File: config.mk
export PLATFORM = sky130hd
export DESIGN_NAME = bilinear_downscale_28_to_16
export DESIGN_NICKNAME = d
export VERILOG_FILES = /design/src/rtl/bds_pkg.sv /design/src/rtl/bilinear_downscale_28_to_16.sv /design/src/rtl/bds_line_mem.sv
export SDC_FILE = /design/constraint.sdc
export NUM_CORES = 1
export LEC_CHECK = 0
export ABC_AREA = 1
export ABC_CLOCK_PERIOD_IN_PS = 9700
export BUFFER_PORTS_ARGS = -buffer_cell sky130_fd_sc_hd__buf_2
export CORE_MARGIN = 2
export CORE_UTILIZATION = 35
export CTS_BUF_LIST = sky130_fd_sc_hd__clkbuf_2
export DETAILED_ROUTE_END_ITERATION = 7
export PLACE_DENSITY = 0.51
export SLEW_MARGIN = 0
export SYNTH_ARGS = -nofsm -noshare
export SYNTH_HDL_FRONTEND = slang
export SYNTH_HIERARCHICAL = 1
export SYNTH_SLANG_ARGS = --single-unit
File: constraint.sdc
create_clock -name clock -period 9.7 [get_ports clock]
set_input_delay 1.94 -clock clock [delete_from_list [all_inputs] [get_ports clock]]
set_output_delay 1.94 -clock clock [all_outputs]
set_load 0.1 [all_outputs]
File: src/rtl/bds_pkg.sv
// Shared types, constants and the tap table of the 28 to 16 bilinear downscaler.
package bds_pkg;

   localparam int SRC_SIDE = 28;
   localparam int DST_SIDE = 16;

   localparam int POS_W = 5;
   localparam int DST_W = 4;
   localparam int PIX_W = 8;
   localparam int WGT_W = 4;
   localparam int ROW_W = 11;
   localparam int VAL_W = 14;

   localparam logic [POS_W-1:0] LAST_POS = POS_W'(SRC_SIDE - 1);
   localparam logic [DST_W-1:0] LAST_DST = DST_W'(DST_SIDE - 1);
   localparam logic [WGT_W-1:0] WGT_ONE  = WGT_W'(8);

   typedef struct packed {
      logic             hit;
      logic [DST_W-1:0] dst;
      logic [WGT_W-1:0] wgt;
   } tap_type;

   typedef struct packed {
      logic             en;
      logic [POS_W-1:0] addr;
      logic [PIX_W-1:0] data;
   } mem_wr_type;

   // Destination index whose lower source tap is k, with its upper weight in eighths.
   function automatic tap_type tap_of(input logic [POS_W-1:0] k);
      tap_type t;
      t = '{hit: 1'b1, dst: '0, wgt: '0};
      case (k)
         5'd0:    begin t.dst = 4'd0;  t.wgt = 4'd3; end
         5'd2:    begin t.dst = 4'd1;  t.wgt = 4'd1; end
         5'd3:    begin t.dst = 4'd2;  t.wgt = 4'd7; end
         5'd5:    begin t.dst = 4'd3;  t.wgt = 4'd5; end
         5'd7:    begin t.dst = 4'd4;  t.wgt = 4'd3; end
         5'd9:    begin t.dst = 4'd5;  t.wgt = 4'd1; end
         5'd10:   begin t.dst = 4'd6;  t.wgt = 4'd7; end
         5'd12:   begin t.dst = 4'd7;  t.wgt = 4'd5; end
         5'd14:   begin t.dst = 4'd8;  t.wgt = 4'd3; end
         5'd16:   begin t.dst = 4'd9;  t.wgt = 4'd1; end
         5'd17:   begin t.dst = 4'd10; t.wgt = 4'd7; end
         5'd19:   begin t.dst = 4'd11; t.wgt = 4'd5; end
         5'd21:   begin t.dst = 4'd12; t.wgt = 4'd3; end
         5'd23:   begin t.dst = 4'd13; t.wgt = 4'd1; end
         5'd24:   begin t.dst = 4'd14; t.wgt = 4'd7; end
         5'd26:   begin t.dst = 4'd15; t.wgt = 4'd5; end
         default: t.hit = 1'b0;
      endcase
      return t;
   endfunction

endpackage

File: src/rtl/bilinear_downscale_28_to_16.sv
// Top level of the 28x28 to 16x16 bilinear downscaler with half-pixel centers.
//
//   Channel   Direction  Payload                                    Handshake
//   req_      in         pixel[7:0], frame_start                    req_valid / req_stall
//   rsp_      out        value[13:0], out_col, out_row, frame_last  rsp_valid / rsp_stall
//
// The block accepts one source pixel per clock while req_stall is low. The edge that
// accepts a pixel also registers its line memory read in stage 1. Stage 2 registers
// the horizontal blend, and the output register then takes the vertical blend.
// Reset clears the position counters, the neighbor pixels and all stage valid flags.
// The line memory is not cleared; row 0 fills it before any entry is used.
// A stall with a result held freezes the whole pipeline and raises req_stall.
module bilinear_downscale_28_to_16 (
   input  logic                      clock,
   input  logic                      reset,
   input  logic                      req_valid,
   output logic                      req_stall,
   input  logic [bds_pkg::PIX_W-1:0] req_pixel,
   input  logic                      req_frame_start,
   output logic                      rsp_valid,
   input  logic                      rsp_stall,
   output logic [bds_pkg::VAL_W-1:0] rsp_value,
   output logic [bds_pkg::DST_W-1:0] rsp_out_col,
   output logic [bds_pkg::DST_W-1:0] rsp_out_row,
   output logic                      rsp_frame_last
);
   import bds_pkg::*;

   // Pipeline moves as one whenever the output register is empty or being drained.
   logic advance;
   logic accept;

   assign advance   = !rsp_valid || !rsp_stall;
   assign req_stall = !advance;
   assign accept    = req_valid && advance;

   // Position of the next source pixel.
   logic [POS_W-1:0] row_ff, row_in;
   logic [POS_W-1:0] col_ff, col_in;
   logic [POS_W-1:0] cur_row, cur_col;

   assign cur_row = req_frame_start ? '0 : row_ff;
   assign cur_col = req_frame_start ? '0 : col_ff;

   always_comb begin
      row_in = cur_row;
      col_in = cur_col + POS_W'(1);
      if (cur_col == LAST_POS) begin
         col_in = '0;
         row_in = (cur_row == LAST_POS) ? '0 : cur_row + POS_W'(1);
      end
   end

   always_ff @(posedge clock) begin
      if (reset) begin
         row_ff <= '0;
         col_ff <= '0;
      end else if (accept) begin
         row_ff <= row_in;
         col_ff <= col_in;
      end
   end

   // A pixel at (r, c) closes the destination pixel whose lower taps are (r-1, c-1).
   tap_type tap_y, tap_x;
   logic    closes;

   assign tap_y  = tap_of(cur_row - POS_W'(1));
   assign tap_x  = tap_of(cur_col - POS_W'(1));
   assign closes = (cur_row != '0) && (cur_col != '0) && tap_y.hit && tap_x.hit;

   // Stage 1: the line memory read of the pixel above is in flight.
   logic             s1_valid_ff;
   logic             s1_hit_ff;
   logic [PIX_W-1:0] s1_pixel_ff;
   logic [POS_W-1:0] s1_col_ff;
   tap_type          s1_tap_y_ff, s1_tap_x_ff;

   always_ff @(posedge clock) begin
      if (reset) begin
         s1_valid_ff <= 1'b0;
      end else if (advance) begin
         s1_valid_ff <= req_valid;
      end
   end

   always_ff @(posedge clock) begin
      if (accept) begin
         s1_hit_ff   <= closes;
         s1_pixel_ff <= req_pixel;
         s1_col_ff   <= cur_col;
         s1_tap_y_ff <= tap_y;
         s1_tap_x_ff <= tap_x;
      end
   end

   logic        s1_fire;
   mem_wr_type  mem_wr;
   logic [PIX_W-1:0] above;

   assign s1_fire = advance && s1_valid_ff;

   // The current pixel replaces the previous row's byte in its column.
   assign mem_wr = '{en: s1_fire, addr: s1_col_ff, data: s1_pixel_ff};

   bds_line_mem u_line_mem (
      .clock   (clock),
      .rd_en   (accept),
      .rd_addr (cur_col),
      .wr      (mem_wr),
      .rd_data (above)
   );

   // Neighbors of the pixel in stage 1: its left pixel and the one above that.
   logic [PIX_W-1:0] left_ff;
   logic [PIX_W-1:0] upper_left_ff;

   always_ff @(posedge clock) begin
      if (reset) begin
         left_ff       <= '0;
         upper_left_ff <= '0;
      end else if (s1_fire) begin
         left_ff       <= s1_pixel_ff;
         upper_left_ff <= above;
      end
   end

   // Horizontal blend of the upper and lower tap pairs.
   logic [WGT_W-1:0] wx_lo;
   logic [ROW_W-1:0] top_in, bot_in;

   assign wx_lo  = WGT_ONE - s1_tap_x_ff.wgt;
   assign top_in = ROW_W'(upper_left_ff * wx_lo) + ROW_W'(above * s1_tap_x_ff.wgt);
   assign bot_in = ROW_W'(left_ff * wx_lo) + ROW_W'(s1_pixel_ff * s1_tap_x_ff.wgt);

   // Stage 2: row blends wait for the vertical blend.
   logic             s2_valid_ff;
   logic [ROW_W-1:0] s2_top_ff, s2_bot_ff;
   logic [WGT_W-1:0] s2_wy_ff;
   logic [DST_W-1:0] s2_col_ff, s2_row_ff;

   always_ff @(posedge clock) begin
      if (reset) begin
         s2_valid_ff <= 1'b0;
      end else if (advance) begin
         s2_valid_ff <= s1_valid_ff && s1_hit_ff;
      end
   end

   always_ff @(posedge clock) begin
      if (s1_fire) begin
         s2_top_ff <= top_in;
         s2_bot_ff <= bot_in;
         s2_wy_ff  <= s1_tap_y_ff.wgt;
         s2_col_ff <= s1_tap_x_ff.dst;
         s2_row_ff <= s1_tap_y_ff.dst;
      end
   end

   logic [WGT_W-1:0] wy_lo;
   logic [VAL_W-1:0] value_in;

   assign wy_lo    = WGT_ONE - s2_wy_ff;
   assign value_in = VAL_W'(s2_top_ff * wy_lo) + VAL_W'(s2_bot_ff * s2_wy_ff);

   // Output register: holds a finished request's result until it is taken.
   logic             out_valid_ff;
   logic [VAL_W-1:0] out_value_ff;
   logic [DST_W-1:0] out_col_ff, out_row_ff;
   logic             out_last_ff;

   always_ff @(posedge clock) begin
      if (reset) begin
         out_valid_ff <= 1'b0;
      end else if (advance) begin
         out_valid_ff <= s2_valid_ff;
      end
   end

   always_ff @(posedge clock) begin
      if (advance && s2_valid_ff) begin
         out_value_ff <= value_in;
         out_col_ff   <= s2_col_ff;
         out_row_ff   <= s2_row_ff;
         out_last_ff  <= (s2_col_ff == LAST_DST) && (s2_row_ff == LAST_DST);
      end
   end

   assign rsp_valid      = out_valid_ff;
   assign rsp_value      = out_value_ff;
   assign rsp_out_col    = out_col_ff;
   assign rsp_out_row    = out_row_ff;
   assign rsp_frame_last = out_last_ff;

endmodule

File: src/rtl/bds_line_mem.sv
// Line memory of the previous source row, registered read with write forwarding.
module bds_line_mem (
   input  logic                      clock,
   input  logic                      rd_en,
   input  logic [bds_pkg::POS_W-1:0] rd_addr,
   input  bds_pkg::mem_wr_type       wr,
   output logic [bds_pkg::PIX_W-1:0] rd_data
);
   import bds_pkg::*;

   logic [PIX_W-1:0] mem [SRC_SIDE];
   logic [PIX_W-1:0] rd_data_ff;

   always_ff @(posedge clock) begin
      if (wr.en) begin
         mem[wr.addr] <= wr.data;
      end
   end

   // A write to the entry being read in the same cycle returns the new byte.
   always_ff @(posedge clock) begin
      if (rd_en) begin
         if (wr.en && wr.addr == rd_addr) begin
            rd_data_ff <= wr.data;
         end else begin
            rd_data_ff <= mem[rd_addr];
         end
      end
   end

   assign rd_data = rd_data_ff;

endmodule

* Yosys cells after proc, flatten, opt, wreduce, memory -nomap -nowiden
Memory sizes are Yosys's and may differ from the RTL's. A register that Yosys moved wholly into a read port is not among the register bits. Index checks and enable logic that the tools add are counted.
Operators by class: add/subtract/negate cells 9, reductions and logical operators 18, muxes and demuxes 11, equality and inequality tests 34, $mul 6
Operator list (count):
- one-hot mux 8 bit (16 select lines) | 2
- == test 5 bit, second input constant | 16
- multiplier 8 x 4 -> 11 bit | 4
- == test 5 x 4 -> 1 bit, second input constant | 8
- OR reduction 16 bit | 2
- multiplier 11 x 4 -> 14 bit | 2
- two-way mux 5 bit | 5
- adder 11 bit | 2
- == test 5 x 2 -> 1 bit, second input constant | 4
- == test 5 x 3 -> 1 bit, second input constant | 4
- adder 14 bit | 1
- adder 5 x 1 -> 5 bit, second input constant | 2
- logical NOT 5 bit | 2
- nonzero test 5 bit | 2
- subtractor 5 x 1 -> 5 bit, second input constant | 2
- == test 4 bit, second input constant | 2
- logical AND 1 bit | 8
- subtractor 4 bit, first input constant | 2
- two-way mux 1 bit | 4
- logical NOT 1 bit | 3
- logical OR 1 bit | 1
Word-level totals: memories kept 1, output and inout port bits 25, bits of input ports 13, bits in writable memories 224, register bits 116
Memories:
- u_line_mem.mem | depth 28, bits a word 8, rd ports 1, clocked after Yosys merged registers in 1, write ports 1, RTL line bds_line_mem.sv:11 | logic [PIX_W-1:0] mem [SRC_SIDE];

* Logic depth before layout (Yosys ltp)
Gate-level depths: netlist of the first run.
word-level depth 7, depth in mapped cells 23

* Cells and area by module
Netlist of the first run, hierarchy kept.
By module, submodules not included:
- bilinear_downscale_28_to_16 | cells each 1234, seq. area each 3012.9 um^2, area an instance 10617.7 um^2, instances 1
- bds_line_mem | cells each 914, seq. area each 6966.7 um^2, area an instance 9882.0 um^2, instances 1

* Least setup slack after synthesis of the first run
No wires, ideal clock.
path kind flip-flop to flip-flop, start point register s1_tap_x_ff[1] (netlist name), end point register s2_bot_ff[10], data pin, clock period less this slack 5.205 ns, buffers on the path 3, library setup time 0.263 ns, arrival time 4.942 ns, cell stages (with the launch flop) 20, path slack 4.495 ns, cells stage by stage edfxtp_1 -> clkbuf_1 -> clkbuf_1 -> inv_1 -> ha_1 -> or2_2 -> nand2_1 -> clkbuf_1 -> nor2_1 -> fa_1 -> inv_1 -> fa_1 -> inv_1 -> fa_1 -> inv_1 -> fa_1 -> fa_1 -> o21ai_0 -> a21oi_1 -> xor2_1
On the way: cells in the longest elaborated chain, start to end 3, elaborated cells on any way between the ends 4, those cells by class add/sub: 2; mul: 2
Ends and longest elaborated chain:
- start: declaration | RTL line bilinear_downscale_28_to_16.sv:77 | tap_type s1_tap_y_ff, s1_tap_x_ff;
- start signal: assignment | RTL line bilinear_downscale_28_to_16.sv:93 | s1_tap_x_ff <= tap_x;
- subtractor 4 bit | RTL line bilinear_downscale_28_to_16.sv:132 | assign wx_lo = WGT_ONE - s1_tap_x_ff.wgt;
- multiplier 8 x 4 -> 11 bit | RTL line bilinear_downscale_28_to_16.sv:134 | assign bot_in = ROW_W'(left_ff * wx_lo) + ROW_W'(s1_pixel_ff * s1_tap_x_ff.wgt);
- adder 11 bit (*) | RTL line bilinear_downscale_28_to_16.sv:134
- named net bot_in[10] | RTL line bilinear_downscale_28_to_16.sv:130 | logic [ROW_W-1:0] top_in, bot_in;
- end signal: assignment | RTL line bilinear_downscale_28_to_16.sv:153 | s2_bot_ff <= bot_in;
- end: declaration | RTL line bilinear_downscale_28_to_16.sv:138 | logic [ROW_W-1:0] s2_top_ff, s2_bot_ff;
Mark *: on every way through the listed nets, which the timed path passes. The rest lies on a longest branch. A chain may end at the register's enable or synchronous reset.

* Worst setup path in the final report of the first run
start point register s2_wy_ff[0], end point register out_value_ff[13] (netlist: rsp_value[13]), data pin
On the way: cells in the longest elaborated chain, start to end 3, elaborated cells on any way between the ends 4, those cells by class add/sub: 2; mul: 2
Ends and longest elaborated chain:
- start: declaration | RTL line bilinear_downscale_28_to_16.sv:139 | logic [WGT_W-1:0] s2_wy_ff;
- start signal: assignment | RTL line bilinear_downscale_28_to_16.sv:154 | s2_wy_ff <= s1_tap_y_ff.wgt;
- subtractor 4 bit | RTL line bilinear_downscale_28_to_16.sv:163 | assign wy_lo = WGT_ONE - s2_wy_ff;
- multiplier 11 x 4 -> 14 bit | RTL line bilinear_downscale_28_to_16.sv:164 | assign value_in = VAL_W'(s2_top_ff * wy_lo) + VAL_W'(s2_bot_ff * s2_wy_ff);
- adder 14 bit (*) | RTL line bilinear_downscale_28_to_16.sv:164
- named net value_in[13] | RTL line bilinear_downscale_28_to_16.sv:161 | logic [VAL_W-1:0] value_in;
- end signal: assignment | RTL line bilinear_downscale_28_to_16.sv:182 | out_value_ff <= value_in;
- end: declaration | RTL line bilinear_downscale_28_to_16.sv:168 | logic [VAL_W-1:0] out_value_ff;
Marked as above.

==> flow_metrics.env, run 1 <==
export IMPL_outcome="complete, no violations"
export IMPL_numCtsBuffers=96
export IMPL_cp_required_ns=10.48
export IMPL_final_nets=2458
export IMPL_grt_overflow_total=0
export IMPL_finalSetupViolCount=0
export IMPL_cp_max_fo=24
export IMPL_yosysWarnings=6
export IMPL_max_cap_violations=0
export IMPL_cell_internal_pwr_mw=2.61
export IMPL_post_cts_buffers=0
export IMPL_synth_ff_type="edfxtp_1"
export IMPL_fin_util=0.386
export IMPL_antenna_found_initial=2
export IMPL_relSlewSlack=0.269
export IMPL_clk_root_buffer_cell="clkbuf_2"
export IMPL_crit_arrival_ns=6.51
export IMPL_p_leak_nw=10.7
export IMPL_cts_clk_slew_worst_paths_ns=0.12
export IMPL_post_route_min_period_ns=5.73
export IMPL_drt_first_iter_violations=1163
export IMPL_grt_start_max_net_pins=69
export IMPL_track_usage=0.169
export IMPL_drtAntennaViolNets=0
export IMPL_die_w_um=246
export IMPL_cts_resized_gates=0
export IMPL_critPathCaptureType="register"
export IMPL_ys_ff_latch=342
export IMPL_synth_edff_count=313
export IMPL_syn_area_um2=20500
export IMPL_core_um2=57800
export IMPL_h_tree_depth=3
export IMPL_wirelength_um=49000
export IMPL_timing_final_crit_share=0.591
export IMPL_area_growth_pct=8.84
export IMPL_initial_core_util=0.355
export IMPL_syn_instance_count=2148
export IMPL_routedWlPerCell_um=16.0
export IMPL_hold_slack_ns=0.381
export IMPL_worst_pin_slew_ns=1.09
export IMPL_dp_hpwl_um=32800
export IMPL_dr_pass1_iters=5
export IMPL_hold_class="register to register"
export IMPL_cts_sinks=342
export IMPL_io_buffers=37
export IMPL_cts_buffer_depth=3
export IMPL_final_common_cell="nand2_1"
export IMPL_clk_latency_ns=1.13
export IMPL_final_cell_mix="nand2_1 (475), inv_1 (433), edfxtp_1 (313)"
export IMPL_fp_row_count=88
export IMPL_multi_input_area_um2=8490
export IMPL_switching_share=0.364
export IMPL_dieHeight_um=246
export IMPL_grt_pass1_vias=14700
export IMPL_gp_congestion=0.817
export IMPL_tns_ns=0
export IMPL_max_freq_mhz=174
export IMPL_vdd_ir_drop_max_mv=0.132
export IMPL_synth_top_area_frac=0.458
export IMPL_ys_types=44
export IMPL_postCtsHoldBufs=0
export IMPL_yosysTopAreaCell="edfxtp_1"
export IMPL_seqPwrFrac=0.430
export IMPL_finalMaxSlewViolations=0
export IMPL_p_switching_mw=1.49
export IMPL_comb_power_share=0.313
export IMPL_clkPwrFrac=0.258
export IMPL_yosysSeqAreaShare=0.487
export IMPL_drive_gt1_frac=0.109
export IMPL_drcViolationCount=0
export IMPL_worstSetupStartpointType="register"
export IMPL_nFillCells=5916
export IMPL_synth_area_leaders="edfxtp_1 (46%), fa_1 (11%), nand2_1 (8.7%)"
export IMPL_post_place_ws_ns=3.95
export IMPL_syn_avg_cell_area_um2=9.54
export IMPL_synth_nets=2376
export IMPL_synthArstFlopShare=0
export IMPL_cts_tree="done"
export IMPL_grt_pass1_wl_um=79600
export IMPL_via_per_inst=4.70
export IMPL_final_setup_skew_ns=0.105
export IMPL_p_per_area_nw_per_um2=184
export IMPL_hold_viol=0
export IMPL_pin_count=38
export IMPL_rsz0062_at_grt="no"
export IMPL_setup_ws_ns=3.97
export IMPL_ff_latch_area_um2=9980
export IMPL_critPathKind="register to register"
export IMPL_dieArea_um2=60500
export IMPL_vias=14400
## power by group through the flow
stage	clock network (mW)	registers, mW	logic (mW)
after global placement	0	1.80	1.27
after global routing	1.19	1.77	1.51
final	1.06	1.77	1.29
after detailed placement	0	1.80	1.30
after floorplan	0	1.84	0.969
after CTS	1.12	1.77	1.30
## logic make-up (layout without fill, tap and decap cells)
| kind of cell | Yosys count | count (layout) | synth area share |
|---|---|---|---|
| AO/OA/AOI/OAI | 129 | 129 | 0.0367 |
| flip-flops | 342 | 342 | 0.487 |
| other | 0 | 1 | 0 |
| AND/OR/NAND/NOR | 905 | 905 | 0.186 |
| adder cells (fa/ha/maj) | 215 | 215 | 0.174 |
| buffers and inverters | 516 | 673 | 0.0989 |
| XOR/XNOR | 41 | 41 | 0.0179 |
## worst paths after layout
| check | slack, ns | to | cells past startpoint | start |
|---|---|---|---|---|
| worst max-delay path | 3.97 | rsp_value[13] | 17 | s2_wy_ff[0] |
| worst min-delay path | 0.38 | s2_wy_ff[1] | 0 | s1_tap_y_ff[1] |
| worst max register to register | 3.97 | rsp_value[13] | 17 | s2_wy_ff[0] |
| worst min register to register | 0.38 | s2_wy_ff[1] | 0 | s1_tap_y_ff[1] |
## per-stage QoR
step	std cells	total power, mW	cell area, um^2
after detailed placement	2897	3.10	21400
final	3071	4.11	22300
after global routing	3071	4.47	22300
after floorplan	2148	2.81	20500
after global placement	2897	3.07	21400
after CTS	3070	4.19	22300
## sequential cells by signal (all words and copies together) (netlist names), 6 cells and up
register and flops:
left_ff 8, rsp_value 14, s1_pixel_ff 8, s1_tap_x_ff 6, s1_tap_y_ff 6, s2_bot_ff 11
s2_top_ff 11, u_line_mem/mem 224, u_line_mem/rd_data 8, upper_left_ff 8
## layout make-up
type	count	area share
sequential	342	0.447
multi-input combinational	1290	0.381
inverter	445	0.0749
tap	765	0.0429
clock buffer	142	0.0319
timing repair buffer	55	0.0144
clock inverter	31	0.00785
antenna	1	0.000112
## layer usage
layer  GRT usage  share of wire  up-vias
met1       0.231           0.46     6910
met5           0        0.00014        -
met4      0.0631          0.021        2
li1            -              -     7028
met3      0.0322          0.059       73
met2       0.266           0.46      423
## synth_stat cells, drive strengths merged (2+ instances only)
master / count
clkinv: 2
xor2: 24
a21oi: 53
edfxtp: 313
a31oi: 2
nor3: 4
nand4: 16
ha: 98
clkbuf: 35
fa: 117
o31ai: 3
nand3: 199
inv: 443
a211oi: 17
nand2: 492
buf: 36
xnor2: 17
o21a: 2
or2: 2
dfxtp: 29
o211ai: 7
nor2: 191
o21ai: 39
## worst max-delay path, stage by stage (launching register included)
cell	delay, ns
edfxtp_1	0.93
inv_1	0.10
ha_1	0.24
or2_2	0.29
nand2_1	0.34
nor2_1	0.12
fa_1	0.52
fa_1	0.52
fa_1	0.49
inv_1	0.05
fa_1	0.47
inv_1	0.04
ha_1	0.32
a21oi_1	0.14
nand2_1	0.12
a21oi_1	0.33
o21ai_0	0.23
xor2_1	0.20
Note: power is estimated with default switching activity, not from simulation.
==> run 2, diff against run 1 <==
- ABC_CLOCK_PERIOD_IN_PS: 9700 -> 6010
- clock period: 9.7 -> 6.01 ns (I/O delays scaled with it)
==> run 2 against run 1 <==
  * First-iteration DRC count down 26%
  * Final cell count is essentially flat
  * Non-clock buffer count up 7
  * Die area is the same
  * Worst setup slack got worse by 3.1 ns
  * Critical path depth up 3
  * Register-to-register slack worse by 3.1 ns
  * Largest cell class unchanged
==> flow_metrics.env, run 2 (synthesis gave the netlist of run 1 again) <==
export IMPL_dieHeight_um=246
export IMPL_antenna_found_initial=1
export IMPL_hold_path_depth=1
export IMPL_worst_pin_slew_ns=1.14
export IMPL_area_growth_pct=9.09
export IMPL_largest_register="u_line_mem/mem"
export IMPL_final_common_cell="nand2_1"
export IMPL_crit_arrival_ns=5.93
export IMPL_wirelength_um=48200
export IMPL_max_freq_mhz=196
export IMPL_h_tree_depth=3
export IMPL_placed_cell_area_um2=21500
export IMPL_drcViolationCount=0
export IMPL_final_nets=2462
export IMPL_crit_chain="buf_4 -> inv_1 -> ha_1 -> or2_2 -> nand2_1 -> nor2_1 -> fa_1 -> fa_1 -> fa_1 -> inv_1 -> fa_1 -> inv_1 -> ha_1 -> a21oi_1 -> nand2_1 -> a21oi_1 -> inv_1 -> nand3_1 -> nand2_1 -> xor2_1"
export IMPL_cp_max_fo=24
export IMPL_rsz0062_at_grt="no"
export IMPL_p_leak_nw=10.7
export IMPL_cp_required_ns=6.84
export IMPL_tns_ns=0
export IMPL_die_w_um=246
export IMPL_post_place_ws_ns=0.892
export IMPL_hold_slack_ns=0.275
export IMPL_post_route_min_period_ns=5.10
export IMPL_cts_clk_slew_worst_paths_ns=0.10
export IMPL_hold_class="input port to register"
export IMPL_routedWlPerCell_um=15.7
export IMPL_core_um2=57800
export IMPL_relSlewSlack=0.236
export IMPL_finalSetupViolCount=0
export IMPL_grt_overflow_total=0
export IMPL_p_switching_mw=2.40
export IMPL_crit_cells=20
export IMPL_max_stage_delay_ns=0.52
export IMPL_grt_start_max_net_pins=123
export IMPL_comb_power_share=0.314
export IMPL_crit_buf_inv=5
export IMPL_seqPwrFrac=0.429
export IMPL_clk_latency_ns=1.14
export IMPL_numCtsBuffers=93
export IMPL_setup_ws_ns=0.912
export IMPL_vdd_ir_drop_max_mv=0.237
export IMPL_timing_final_crit_share=0.848
export IMPL_dr_pass1_iters=5
export IMPL_grt_pass1_wl_um=78200
export IMPL_instances_no_fill=3072
export IMPL_critPathCaptureType="register"
export IMPL_cts_sinks=342
export IMPL_fin_util=0.387
export IMPL_nFillCells=5881
export IMPL_cts_resized_gates=0
export IMPL_hold_viol=0
export IMPL_final_cell_mix="nand2_1 (475), inv_1 (433), edfxtp_1 (313)"
export IMPL_fin_area_um2=22400
export IMPL_drtAntennaViolNets=0
export IMPL_placed_cells=2904
export IMPL_dieArea_um2=60500
export IMPL_critPathKind="register to register"
export IMPL_cell_internal_pwr_mw=4.24
export IMPL_track_usage=0.166
export IMPL_cts_buffer_depth=3
export IMPL_dp_hpwl_um=32500
export IMPL_clkPwrFrac=0.257
export IMPL_worstSetupStartpointType="register"
export IMPL_r2r_cells=20
export IMPL_via_per_inst=4.61
export IMPL_initial_core_util=0.355
export IMPL_vias=14200
export IMPL_switching_share=0.362
export IMPL_drt_first_iter_violations=864
export IMPL_final_setup_skew_ns=0.100
export IMPL_post_cts_buffers=0
export IMPL_total_power_mw=6.64
export IMPL_max_cap_violations=0
export IMPL_p_per_area_nw_per_um2=297
export IMPL_cpMaxStageDelayCell="fa_1"
export IMPL_outcome="complete, no violations"
export IMPL_largest_reg_flops=224
export IMPL_cts_tree="done"
export IMPL_path_delay_family="adder cells"
export IMPL_pin_count=38
export IMPL_clk_root_buffer_cell="clkbuf_2"
export IMPL_gp_congestion=0.827
export IMPL_fp_row_count=88
export IMPL_grt_pass1_vias=14700
export IMPL_io_buffers=37
export IMPL_postCtsHoldBufs=0
export IMPL_drive_gt1_frac=0.111
export IMPL_finalMaxSlewViolations=0
run 2: power by group through the flow:
stage / sequential [mW] / combinational, mW / clock, mW
2_1_floorplan: 2.97 / 1.56 / 0
3_3_place_gp: 2.90 / 2.08 / 0
3_5_place_dp: 2.90 / 2.11 / 0
4_1_cts: 2.85 / 2.12 / 1.79
5_1_grt: 2.86 / 2.43 / 1.90
6_report: 2.85 / 2.09 / 1.71
run 2: cell type report:
type / count / area [um^2] / share of cell area
Sequential cell: 342 / 9980 / 0.446
Multi-Input combinational cell: 1290 / 8490 / 0.380
Inverter: 445 / 1670 / 0.0748
Tap cell: 765 / 957 / 0.0428
Clock buffer: 135 / 676 / 0.0302
Timing Repair Buffer: 62 / 385 / 0.0172
Clock inverter: 32 / 196 / 0.00878
Antenna cell: 1 / 2.50 / 0.000112
run 2: worst paths after layout:
| path | end | startpoint | slack [ns] |
|---|---|---|---|
| setup reg to reg | rsp_value[11] | s2_wy_ff[0] | 0.91 |
| hold / removal | s1_pixel_ff[6] | req_pixel[6] | 0.27 |
| setup / recovery | rsp_value[11] | s2_wy_ff[0] | 0.91 |
| hold reg to reg | s2_row_ff[0] | s1_tap_y_ff[4] | 0.40 |
run 2: routing by layer:
layer  vias up  share of wire  global-route usage
li1       7032              -                   -
met1      6710           0.46               0.220
met2       345           0.47               0.271
met3        88          0.048              0.0283
met4         0          0.025              0.0654
met5         -              0                   0
run 2: worst register-to-register path, delay by kind of cell, from the launching register on:
| family | cells | cell delay [ns] |
|---|---|---|
| buffers and inverters | 5 | 0.49 |
| xor gates and xnor gates | 1 | 0.14 |
| and+or+nand+nor | 6 | 0.96 |
| adders and majority gates | 6 | 2.49 |
| AOI/OAI and AO/OA | 2 | 0.44 |
| DFF | 1 | 0.33 |
==> run 3, diff against run 2 <==
- ABC_CLOCK_PERIOD_IN_PS: 6010 -> 5200
- clock period: 6.01 -> 5.2 ns (I/O delays scaled with it)
==> run 3 against run 2 <==
  * Clock power increased by 11%
  * Hold slack lost 0.095 ns
  * Fmax increased by 5.2%
  * Worst setup slack got worse by 0.56 ns
  * Critical path depth down 1
  * Power is 14% higher
  * Count of clock-buffer cells in the layout is 8 higher
  * Wire length grew 0.45%
  * Sequential power is 15% higher
  * Die area stayed put
  * Final cell count increased by 0.23%
  * Utilization hardly changed
  * Largest power group unchanged
==> flow_metrics.env, run 3 (synthesis gave the netlist of run 1 again) <==
export IMPL_crit_chain="inv_1 -> ha_1 -> or2_2 -> nand2_2 -> nor2_1 -> fa_1 -> fa_1 -> fa_1 -> inv_1 -> fa_1 -> inv_1 -> ha_1 -> a21oi_1 -> nand2_1 -> a21oi_1 -> inv_1 -> nand3_1 -> nand2_1 -> xor2_1"
export IMPL_placed_cells=2912
export IMPL_outcome="complete, no violations"
export IMPL_track_usage=0.166
export IMPL_final_common_cell="nand2_1"
export IMPL_cts_resized_gates=0
export IMPL_largest_reg_flops=224
export IMPL_crit_buf_inv=4
export IMPL_worstSetupStartpointType="register"
export IMPL_instances_no_fill=3079
export IMPL_fp_row_count=88
export IMPL_crit_arrival_ns=5.64
export IMPL_largest_register="u_line_mem/mem"
export IMPL_fin_util=0.387
export IMPL_core_um2=57800
export IMPL_routedWlPerCell_um=15.7
export IMPL_path_delay_family="adder cells"
export IMPL_post_route_min_period_ns=4.84
export IMPL_fin_area_um2=22400
export IMPL_dieArea_um2=60500
export IMPL_tns_ns=0
export IMPL_clk_root_buffer_cell="clkbuf_2"
export IMPL_numCtsBuffers=93
export IMPL_max_freq_mhz=206
export IMPL_met1_length_um=22200
export IMPL_clk_latency_ns=1.04
export IMPL_finalSetupViolCount=0
export IMPL_p_leak_nw=10.7
export IMPL_cp_required_ns=5.99
export IMPL_placed_cell_area_um2=21500
export IMPL_grt_pass1_wl_um=78800
export IMPL_dr_pass1_iters=6
export IMPL_dieHeight_um=246
export IMPL_final_setup_skew_ns=0.0424
export IMPL_gp_congestion=0.826
export IMPL_nFillCells=5880
export IMPL_max_stage_delay_ns=0.51
export IMPL_met3_length_um=2690
export IMPL_vdd_ir_drop_max_mv=0.214
export IMPL_post_cts_buffers=0
export IMPL_hold_class="input port to register"
export IMPL_grt_pass1_vias=14600
export IMPL_drcViolationCount=0
export IMPL_hold_viol=0
export IMPL_drive_gt1_frac=0.117
export IMPL_hold_path_depth=1
export IMPL_p_per_area_nw_per_um2=339
export IMPL_multi_input_area_um2=8500
export IMPL_total_power_mw=7.60
export IMPL_relSlewSlack=0.332
export IMPL_rsz0062_at_grt="no"
export IMPL_critPathCaptureType="register"
export IMPL_postCtsHoldBufs=0
export IMPL_worst_pin_slew_ns=0.999
export IMPL_cp_max_fo=10
export IMPL_h_tree_depth=3
export IMPL_r2r_cells=19
export IMPL_via_per_inst=4.67
export IMPL_critPathKind="register to register"
export IMPL_hp_start="req_pixel[6]"
export IMPL_top_layer_used="met5"
export IMPL_drt_first_iter_violations=887
export IMPL_vias=14400
export IMPL_drtAntennaViolNets=0
export IMPL_crit_reg2reg_launch="s2_wy_ff[1]"
export IMPL_cpMaxStageDelayCell="fa_1"
export IMPL_cts_tree="done"
export IMPL_cts_sinks=342
export IMPL_final_cell_mix="nand2_1 (474), inv_1 (433), edfxtp_1 (313)"
export IMPL_r2r_slack_ns=0.36
export IMPL_dr_wl_met2_um=22400
export IMPL_cts_buffer_depth=3
export IMPL_timing_final_crit_share=0.932
export IMPL_wirelength_um=48500
export IMPL_finalMaxSlewViolations=0
export IMPL_die_w_um=246
export IMPL_grt_start_max_net_pins=90
export IMPL_holdPathEnd="s1_pixel_ff[6]"
export IMPL_setup_worst_path_start="s2_wy_ff[1]"
export IMPL_ff_latch_area_um2=9980
export IMPL_grt_overflow_total=0
export IMPL_pin_count=38
export IMPL_cts_clk_slew_worst_paths_ns=0.10
export IMPL_dp_hpwl_um=32800
export IMPL_max_cap_violations=0
export IMPL_r2r_end="rsp_value[11]"
export IMPL_final_nets=2470
export IMPL_antenna_found_initial=3
export IMPL_initial_core_util=0.355
export IMPL_area_growth_pct=9.17
export IMPL_io_buffers=37
[run 3: changes by cell type in the layout (fill, tap and decap cells not counted), sizes merged]
cell / change
inv: +4
bufinv: -1
buf: +8
clkbuf: +8
clkinv: -14
diode: +1
clkinvlp: +1
[run 3: worst max-delay path by stage]
stage / depth (start not counted) / to
floorplan: 19 / s2_bot_ff[10]
global placement: 19 / rsp_value[11]
detailed placement: 19 / rsp_value[11]
CTS: 19 / rsp_value[11]
global route: 19 / rsp_value[11]
finish: 19 / rsp_value[11]
[run 3: power by group]
| part | switching (mW) | leakage [nW] | internal, mW |
|---|---|---|---|
| Clock | 1.15 | 0.656 | 0.738 |
| Combinational | 1.51 | 6.99 | 0.919 |
| Sequential | 0.0693 | 3.11 | 3.21 |
[run 3: area by class of cell]
type	count	share of cell area
Sequential cell	342	0.446
Multi-Input combinational cell	1290	0.380
Inverter	445	0.0747
Tap cell	765	0.0428
Clock buffer	143	0.0320
Timing Repair Buffer	70	0.0199
Clock inverter	22	0.00481
Antenna cell	2	0.000224
[run 3: per-stage QoR]
step                hold slack [ns]  worst slack (ns)
global route                 0.0727            0.0452
floorplan                     0.400            0.0276
global placement              0.411             0.274
detailed placement            0.411             0.228
CTS                         0.00295             0.233
finish                        0.180             0.355
[run 3: per-layer routing]
layer  up-vias  GRT usage
met5         -          0
met4         2     0.0629
met3        84     0.0294
met2       366      0.266
met1      6896      0.225
li1       7040          -
